==> config.mk <==
export PLATFORM = sky130hd
export DESIGN_NAME = tbld_b2d
export DESIGN_NICKNAME = d
export VERILOG_FILES = /design/src/rtl/tbld_pkg.sv /design/src/rtl/tbld_b2d.sv
export SDC_FILE = /design/constraint.sdc
export NUM_CORES = 1
export LEC_CHECK = 0
export BUFFER_PORTS_ARGS = -buffer_cell sky130_fd_sc_hd__buf_2
export CORE_ASPECT_RATIO = 1.1
export CORE_UTILIZATION = 35
export DETAILED_ROUTE_END_ITERATION = 10
export PLACE_DENSITY = 0.62
export SYNTH_ARGS = -nofsm -noshare
export SYNTH_HDL_FRONTEND = slang
export SYNTH_SLANG_ARGS = --single-unit
==> constraint.sdc <==
create_clock -name clk -period 1.3 [get_ports clk]
set_input_delay 0.26 -clock clk [delete_from_list [all_inputs] [get_ports clk]]
set_output_delay 0.26 -clock clk [all_outputs]
set_load 0.02 [all_outputs]
==> src/rtl/tbld_pkg.sv <==
// shared types, character constants and keyword tables for the line decoder
package tbld_pkg;

	// line number and its decimal form
	localparam int NUM_W   = 16;
	localparam int DIGITS  = 5;
	localparam int BCD_W   = DIGITS * 4;

	// token and character codes
	localparam logic [7:0] BYTE_MARK  = 8'hFF;
	localparam logic [7:0] BYTE_EOL   = 8'h00;
	localparam logic [7:0] CH_SPACE   = 8'h20;
	localparam logic [7:0] CH_NL      = 8'h0A;
	localparam logic [7:0] CH_ZERO    = 8'h30;
	localparam logic [3:0] TOKEN_LEN  = 4'd12;

	// status from the binary to decimal unit
	typedef struct packed {
		logic                            done;
		logic [DIGITS-1:0][3:0]          digits;
	} b2d_stat_t;

	// keyword text, right-aligned, first character in the highest used byte
	function automatic logic [63:0] kw_text(input logic [7:0] code);
		logic [63:0] t;
		t = '0;
		case (code)
			8'h81: t = 64'("END");
			8'h82: t = 64'("FOR");
			8'h83: t = 64'("NEXT");
			8'h84: t = 64'("DATA");
			8'h85: t = 64'("INPUT");
			8'h86: t = 64'("DIM");
			8'h87: t = 64'("READ");
			8'h88: t = 64'("LET");
			8'h89: t = 64'("GOTO");
			8'h8A: t = 64'("RUN");
			8'h8B: t = 64'("IF");
			8'h8C: t = 64'("RESTORE");
			8'h8D: t = 64'("GOSUB");
			8'h8E: t = 64'("RETURN");
			8'h8F: t = 64'("REM");
			8'h91: t = 64'("PRINT");
			8'h92: t = 64'("ON");
			8'h96: t = 64'("DEF");
			8'h97: t = 64'("POKE");
			8'h98: t = 64'("PRINT#");
			8'h99: t = 64'("SECURE");
			8'h9A: t = 64'("CLS");
			8'h9B: t = 64'("WIDTH");
			8'h9C: t = 64'("ELSE");
			8'h9D: t = 64'("TRON");
			8'h9E: t = 64'("TROFF");
			8'h9F: t = 64'("SWAP");
			8'hA0: t = 64'("ERASE");
			8'hA1: t = 64'("EDIT");
			8'hA2: t = 64'("ERROR");
			8'hA3: t = 64'("RESUME");
			8'hA4: t = 64'("PLAY");
			8'hA5: t = 64'("ON/ERROR");
			8'hA6: t = 64'("LIST");
			8'hA7: t = 64'("NEW");
			8'hA8: t = 64'("ON/KEY");
			8'hA9: t = 64'("ON/PLAY");
			8'hAA: t = 64'("ON/TIMER");
			8'hAB: t = 64'("OPTION");
			8'hAC: t = 64'("ENVIRON");
			8'hAD: t = 64'("SYSTEM");
			8'hAE: t = 64'("KEY");
			8'hAF: t = 64'("SHELL");
			8'hB0: t = 64'("CLOSE");
			8'hB1: t = 64'("LOAD");
			8'hB2: t = 64'("MERGE");
			8'hB3: t = 64'("SAVE");
			8'hB4: t = 64'("COLOR");
			8'hB7: t = 64'("OPEN");
			8'hB8: t = 64'("FIELD");
			8'hB9: t = 64'("GET");
			8'hBA: t = 64'("PUT");
			8'hBB: t = 64'("SEEK");
			8'hBC: t = 64'("FILES");
			8'hBD: t = 64'("KILL");
			8'hBE: t = 64'("CHDIR");
			8'hBF: t = 64'("MKDIR");
			8'hC0: t = 64'("RMDIR");
			8'hC1: t = 64'("NAME");
			8'hC2: t = 64'("LINE");
			8'hC3: t = 64'("CIRCLE");
			8'hC4: t = 64'("PSET");
			8'hC5: t = 64'("PRESET");
			8'hC6: t = 64'("SCREEN");
			8'hC7: t = 64'("PAINT");
			8'hC8: t = 64'("SOUND");
			8'hCC: t = 64'("USING");
			8'hCD: t = 64'("THEN");
			8'hCE: t = 64'("TO");
			8'hCF: t = 64'("STEP");
			default: t = '0;
		endcase
		return t;
	endfunction

	// keyword length, zero when the code has no keyword
	function automatic logic [3:0] kw_len(input logic [63:0] t);
		logic [3:0] n;
		n = '0;
		for (int i = 0; i < 8; i++) begin
			if (t[i*8 +: 8] != 8'h00) n = 4'(i + 1);
		end
		return n;
	endfunction

	// uppercase hex digit
	function automatic logic [7:0] hex_char(input logic [3:0] d);
		logic [7:0] c;
		if (d < 4'd10) c = 8'h30 + {4'h0, d};
		else c = 8'h37 + {4'h0, d};
		return c;
	endfunction

	// characters of the unmapped token text
	function automatic logic [7:0] tok_char(input logic [3:0] idx, input logic [7:0] code);
		logic [7:0] c;
		case (idx)
			4'd0:    c = "[";
			4'd1:    c = "T";
			4'd2:    c = "O";
			4'd3:    c = "K";
			4'd4:    c = "E";
			4'd5:    c = "N";
			4'd6:    c = ":";
			4'd7:    c = "0";
			4'd8:    c = "x";
			4'd9:    c = hex_char(code[7:4]);
			4'd10:   c = hex_char(code[3:0]);
			default: c = "]";
		endcase
		return c;
	endfunction

endpackage

==> src/rtl/tbld_b2d.sv <==
// binary to decimal unit: one shift-and-add-three step per cycle
module tbld_b2d (
	input  logic                          clk,
	input  logic                          arst_n,
	input  logic                          start,
	input  logic [tbld_pkg::NUM_W-1:0]    value,
	output tbld_pkg::b2d_stat_t           stat
);

	logic [tbld_pkg::NUM_W-1:0]           bin_q;
	logic [tbld_pkg::DIGITS-1:0][3:0]     bcd_q;
	logic [3:0]                           cnt_q;
	logic                                 busy_q;
	logic                                 done_q;
	logic [tbld_pkg::DIGITS-1:0][3:0]     adj;

	// add three to every digit of five or more before the shift
	always_comb begin
		for (int i = 0; i < tbld_pkg::DIGITS; i++) begin
			adj[i] = (bcd_q[i] >= 4'd5) ? bcd_q[i] + 4'd3 : bcd_q[i];
		end
	end

	// control
	always_ff @(posedge clk or negedge arst_n) begin
		if (!arst_n) begin
			busy_q <= 1'b0;
			done_q <= 1'b0;
			cnt_q  <= '0;
		end else begin
			done_q <= busy_q && (cnt_q == 4'd15);
			if (start) begin
				busy_q <= 1'b1;
				cnt_q  <= '0;
			end else if (busy_q) begin
				cnt_q <= cnt_q + 4'd1;
				if (cnt_q == 4'd15) busy_q <= 1'b0;
			end
		end
	end

	// shift register of binary and decimal digits
	always_ff @(posedge clk) begin
		if (start) begin
			bin_q <= value;
			bcd_q <= '0;
		end else if (busy_q) begin
			{bcd_q, bin_q} <= {adj, bin_q} << 1;
		end
	end

	assign stat.done   = done_q;
	assign stat.digits = bcd_q;

endmodule

==> parameters.txt, run 1 <==
Parameter                              Value

Floorplan
  Die Area    6360 um^2
  Area of the core    5806 um^2
  Total I/O pin count    40
  Die span in y    83.55 um
  Number of placement rows    29
  Initial core utilization    0.3644
  Horizontal die dimension    76.13 um

Placement
  Port Buffer Count    39
  Cell area after placement    2596 um^2
  Placed cell count    332
  RD Place Congestion    0.8192
  Detailed placer's ending HPWL    3.049 mm

Timing
  Hold slack    0.2679 ns
  Setup violation total in the final timing report    2
  Final setup slack of the worst path    -0.02326 ns
  Count of final max-slew check failures    0
  Period minus WS final    1.323 ns
  Final hold violation count    0
  Fin crit share    1.018
  RSZ-0062 raised after global routing    yes
  Rel. slew slack    0.8382
  Slew at the pin closest to its max-slew limit    0.2428 ns
  Worst clock skew    0.003804 ns
  FMAX    0.7557 GHz

Routing
  Routed vias    1747
  Initial DRT Pass Iterations    5
  Top routing layer in use    met4
  Residual antenna-violating net count after detailed routing    0
  Detailed-route DRC error count    0
  Via density per instance    5.064
  Met1 layer wirelength in the final routing    2.030 mm
  Routed Wire Length    4.457 mm
  Routed wirelength normalized by instance count    12.92 um
  Number of DRC markers after the initial detailed-route iteration    42
  Met2 WL post-DR    2.093 mm
  Met3 wirelength from detailed routing    245 um

Synthesis
  Area of the mapped netlist    2116 um^2
  EDFF count, synth    16
  Count of different cell masters after synthesis    35
  Fraction of registers with async set or reset after synthesis    0.1429
  Mean post-synth cell area    10.32 um^2
  Seq cells post-synth    42
  Count of yosys warnings during synthesis    0
  Most instantiated flip-flop cell in the synthesis netlist    dfxtp_1
  Post-synthesis cell count    205
  Number of nets in the synthesized netlist    235
  Post-synthesis sequential area ratio    0.4873

Worst setup path
  Type of origin of the critical path    flip-flop
  Highest net fanout along the worst path    4
  Cell with the biggest individual delay on the critical path    or4_4
  Setup crit end kind    flip-flop
  Worst setup path category    reg2reg
  Cell breakdown of the critical path    inv_4 -> ha_4 -> nand2b_4 -> a21oi_4 -> or4_4 -> o311ai_1
  CP arrival    1.52 ns
  Critical Path RT    1.50 ns
  Critical Path Max Stage Delay    0.42 ns

Finish
  Synth-to-layout area growth    35.36%
  Commonest cells after routing, fill and taps aside    39 x buf_2, 24 x buf_4, 16 x edfxtp_1
  Share of final-layout standard cells stronger than drive strength 1    0.5000
  Leading cell type in the layout, fill and taps excluded    buf_2
  Diodes inserted    0
  Area of all placed cells without fillers    2864 um^2
  Total Nets Final    297
  Fin cells    345

Global routing
  Maximum number of pins on one net before global-route repair    21
  Via count of the first global-routing pass    1637
  Global router's overall resource usage    0.1450
  Global-route wire length before repair    7.307 mm
  Leftover overflow at the end of global routing    0
  Initial antenna violation count    0

CTS
  Clk root buf    clkbuf_8
  CTS sink cnt    42
  Number of buffers created by CTS    5
  Clock insertion delay at the later pin of the skew report    0.29 ns
  Maximum clock path buffer count    2
  Clock tree from TritonCTS    built
  Clock H-tree levels    2
  Clock transition at the registers of the reported paths    0.08 ns

Outcome
  Violated checks    negative setup slack
  Outcome    finished with violations

Min path
  Worst hold path class    in2reg

Power
  Cell Pwr Density    917.6 nW/um^2
  Maximum resistive drop on vdd    773.6 uV
  Static Leak    0.001140 uW

Flow run
  Max-Cap Viols    0
synthesized netlist by cell type (all sizes together), types with 2 or more instances:
cell type,instances,area share
ha,11,0.065
o31ai,4,0.014
or4,2,0.0071
a31oi,3,0.0089
nor2,13,0.023
or3,4,0.012
nand4,5,0.015
inv,16,0.028
a21oi,11,0.026
o32ai,4,0.017
dfrtp,6,0.071
mux2,15,0.080
o21ai,13,0.031
o22ai,4,0.012
mux2i,2,0.0095
nand4b,2,0.0083
nand3,6,0.014
nand2,7,0.012
nand3b,3,0.011
a21o,5,0.018
dfxtp,20,0.19
nor3,4,0.0095
o311ai,2,0.0083
xor2,2,0.0083
edfxtp,16,0.23
xnor2,5,0.021
buf,10,0.025
nand2b,6,0.018
worst max-delay path: cells and delay by family, from the launching register on:
| family | cells | cell delay [ns] |
|---|---|---|
| buf+inv | 1 | 0.08 |
| flops | 1 | 0.35 |
| simple gates | 2 | 0.54 |
| compound gates | 2 | 0.14 |
| fa+ha+maj | 1 | 0.13 |
final timing paths:
path	start	endpoint	slack [ns]	cells past startpoint
worst max-delay path	stat[17]	stat[18]	-0.02	6
worst min-delay path	value[6]	bin_q[6]	0.27	2
worst max register to register	stat[17]	stat[18]	-0.02	6
worst min register to register	bin_q[15]	stat[0]	0.50	2
max in group asynchronous	arst_n	busy_q	0.83	2
min in group asynchronous	arst_n	cnt_q[0]	0.33	2
area by class of cell:
class / instances / area [um^2]
inverter: 16 / 72.57
fill: 563 / 2942
sequential: 42 / 1072
multi-input combinational: 136 / 1126
clock buffer: 8 / 80.08
timing repair buffer: 66 / 416.7
tap: 77 / 96.34
routing by layer:
| layer | global-route usage | vias to the layer above |
|---|---|---|
| met4 | 0.06294 | 0 |
| met2 | 0.2421 | 56 |
| met3 | 0.04590 | 8 |
| li1 | - | 864 |
| met1 | 0.1709 | 819 |
| met5 | 0 | - |
state kept, by name, indices dropped and copies added, names as in the netlist:
name / cells
stat: 20
done_q: 1
busy_q: 1
bin_q: 16
cnt_q: 4
cell families (layout without fill, tap and decap cells):
| kind of cell | count (synthesis) | after routing | synth area share |
|---|---|---|---|
| AND/OR/NAND/NOR | 54 | 54 | 0.1354 |
| buffers and inverters | 27 | 90 | 0.05558 |
| multiplexers | 17 | 17 | 0.08930 |
| XOR/XNOR | 7 | 7 | 0.02898 |
| flip-flops | 42 | 42 | 0.4873 |
| AO/OA/AOI/OAI | 47 | 47 | 0.1384 |
| adder cells (fa/ha/maj) | 11 | 11 | 0.06505 |
power breakdown:
part	switching, uW	internal (uW)	total, uW
clock network	428	382	810
logic	159	173	331
registers	51.5	1440	1490
total	638	1990	2630
stage by stage:
stage / utilization / TNS, ns / total power, uW / setup WS [ns]
floorplan: - / -0.008776 / 1689 / -0.006987
global placement: 0.4472 / -0.03587 / 1796 / -0.01383
detailed placement: 0.4472 / -0.06367 / 1805 / -0.02525
CTS: 0.4688 / -0.03659 / 2629 / -0.02336
global route: 0.4933 / -0.1572 / 2764 / -0.08188
finish: 0.4933 / -0.04596 / 2628 / -0.02326
timing repair:
item,in CTS,in global routing
pin swaps,0,4
hold buffers,1,0
gates resized for setup,7,26
hold endpoints to repair,6,0
endpoints found under the setup margin,6,13
buffers inserted,1,3
(Power assumes the default switching activity.)
==> inputs of run 2 (changes only) <==
--- a/config.mk
+++ b/config.mk
@@ -6,10 +6,12 @@
 export NUM_CORES = 1
 export LEC_CHECK = 0
 export BUFFER_PORTS_ARGS = -buffer_cell sky130_fd_sc_hd__buf_2
+export CELL_PAD_IN_SITES_DETAIL_PLACEMENT = 1
+export CELL_PAD_IN_SITES_GLOBAL_PLACEMENT = 2
 export CORE_ASPECT_RATIO = 1.1
-export CORE_UTILIZATION = 35
+export CORE_UTILIZATION = 31
 export DETAILED_ROUTE_END_ITERATION = 10
-export PLACE_DENSITY = 0.62
+export PLACE_DENSITY = 0.8
 export SYNTH_ARGS = -nofsm -noshare
 export SYNTH_HDL_FRONTEND = slang
 export SYNTH_SLANG_ARGS = --single-unit
==> run 2 against run 1 <==
The run still ends with negative setup slack left. Hold slack worse by 0.019 ns. First-iteration DRC count is 14% lower. Cell count is 2.9% higher. Core utilization is 4.6 points lower. Via count is 2.2% higher. Maximum frequency is 3.6% lower. Clock power is 52% higher. Sequential share of layout area is 1.1 points lower. Largest power group unchanged. Wire length is 15% higher. Flip-flop and latch count stayed put.
==> parameters.txt, run 2 (synthesis gave the netlist of run 1 again) <==
Parameter                              Value

Min path
  Cell depth of the worst min-delay path    2
  Worst hold path class    in2reg
  HP Start    value[0]

Timing
  Period minus WS final    1.373 ns
  Rel. slew slack    0.8323
  FMAX    0.7285 GHz
  Count of final max-slew check failures    0
  Final hold violation count    0
  Worst clock skew    0.005083 ns
  Slew at the pin closest to its max-slew limit    0.2477 ns
  Setup violation total in the final timing report    2
  RSZ-0062 raised after global routing    yes
  Final setup slack of the worst path    -0.07275 ns
  Fin crit share    1.056
  Hold slack    0.2494 ns

Routing
  Top routing layer in use    met4
  Via density per instance    5.031
  Routed vias    1786
  Met2 WL post-DR    2.514 mm
  Met1 layer wirelength in the final routing    2.340 mm
  Number of DRC markers after the initial detailed-route iteration    36
  Residual antenna-violating net count after detailed routing    0
  Detailed-route DRC error count    0
  Initial DRT Pass Iterations    4
  Routed wirelength normalized by instance count    14.48 um
  Routed Wire Length    5.141 mm
  Met3 wirelength from detailed routing    215 um

CTS
  Clock H-tree levels    2
  Maximum clock path buffer count    2
  Clock insertion delay at the later pin of the skew report    0.30 ns
  Clock tree from TritonCTS    built
  Clock transition at the registers of the reported paths    0.08 ns
  Number of buffers created by CTS    5
  CTS sink cnt    42
  Clk root buf    clkbuf_8

Placement
  RD Place Congestion    0.7683
  Placed cell count    345
  Port Buffer Count    39
  Detailed placer's ending HPWL    3.616 mm
  Cell area after placement    2650 um^2

Worst setup path
  Setup crit end kind    flip-flop
  Reg-to-reg critical path startpoint    stat[17]
  CP arrival    1.57 ns
  Count of cells along the worst register-to-register path    6
  Highest net fanout along the worst path    4
  Startpoint of the worst setup timing path    stat[17]
  Worst setup path category    reg2reg
  Type of origin of the critical path    flip-flop
  Critical Path RT    1.50 ns

Global routing
  Global router's overall resource usage    0.1536
  Global-route wire length before repair    8.376 mm
  Initial antenna violation count    0
  Leftover overflow at the end of global routing    0
  Maximum number of pins on one net before global-route repair    22
  Via count of the first global-routing pass    1830

Finish
  Total Nets Final    302
  Diodes inserted    0
  Leading cell type in the layout, fill and taps excluded    buf_2
  Seq. cell area    1072 um^2
  Area of the multi-input gates    1125 um^2
  Count of filler cells inserted in the layout    763
  Commonest cells after routing, fill and taps aside    39 x buf_2, 29 x buf_4, 16 x edfxtp_1
  Fin cells    355
  Share of the core filled with cells in the final layout    0.4478
  Synth-to-layout area growth    39.56%
  Share of final-layout standard cells stronger than drive strength 1    0.5055
  Area of all placed cells without fillers    2953 um^2
  Number of flip-flops in the largest register    20

Floorplan
  Die Area    7160 um^2
  Area of the core    6594 um^2
  Die span in y    88.65 um
  Horizontal die dimension    80.77 um
  Initial core utilization    0.3209
  Number of placement rows    31
  Total I/O pin count    40

Power
  Maximum resistive drop on vdd    475.8 uV
  Cell Pwr Density    1037 nW/um^2
  Static Leak    0.001188 uW

Outcome
  Violated checks    negative setup slack
  Outcome    finished with violations

Flow run
  Max-Cap Viols    0
-- run 2: cell types whose count changed in the layout (fill, tap and decap cells not counted), moves of 2 or more --
| cell | previous run | this run |
|---|---|---|
| buf_4 | 24 | 29 |
| bufinv_16 | 0 | 2 |
| clkbuf_1 | 3 | 0 |
| ha_2 | 5 | 2 |
| ha_4 | 5 | 7 |
| or4_1 | 0 | 2 |
| or4_4 | 2 | 0 |
-- run 2: power breakdown --
group | leakage, uW | total [uW] | internal (uW) | switching (uW)
registers | 0.000418 | 1480 | 1440 | 48.5
logic | 0.000704 | 350 | 185 | 165
clock network | 0.0000658 | 1230 | 760 | 468
total | 0.00119 | 3060 | 2380 | 682
-- run 2: layer usage --
layer  track usage  vias up
met5             0        -
met4       0.05519        0
met3       0.03711        7
met2        0.2565       36
met1        0.1928      866
li1              -      877
-- run 2: through the flow --
stage               total power [uW]  setup slack [ns]  setup TNS [ns]
floorplan                       1689         -0.006987       -0.008776
global placement                1816          -0.01189        -0.02183
detailed placement              1825          -0.03684        -0.09323
CTS                             3071          -0.06586         -0.1069
global route                    3203           -0.1243         -0.3132
finish                          3062          -0.07275         -0.1213
-- run 2: what timing repair did --
action | in CTS | in global routing
pin swaps | 2 | 3
resized for setup | 12 | 21
setup endpoints to repair | 9 | 10
hold buffers | 1 | 0
setup buffers | 0 | 1
hold endpoints to repair | 6 | 0
-- run 2: critical path, stage by stage, from the launching register on --
cell      delay, ns
dfxtp_4        0.36
inv_4          0.07
ha_1           0.15
nand2b_4       0.12
a21oi_2        0.07
or4_1          0.41
o311ai_1       0.09
-- run 2: final timing paths --
| check | end | slack [ns] |
|---|---|---|
| max in group asynchronous | done_q | 0.85 |
| worst min register to register | stat[19] | 0.49 |
| worst min-delay path | bin_q[0] | 0.25 |
| worst max-delay path | stat[17] | -0.07 |
| worst max register to register | stat[17] | -0.07 |
| min in group asynchronous | cnt_q[1] | 0.31 |
-- run 2: layout make-up --
cell class	count	share of cell area
multi-input combinational	136	0.3809
timing repair buffer	71	0.1508
inverter	16	0.02542
clock inverter	3	0.02161
tap	82	0.03475
sequential	42	0.3631
clock buffer	5	0.02331
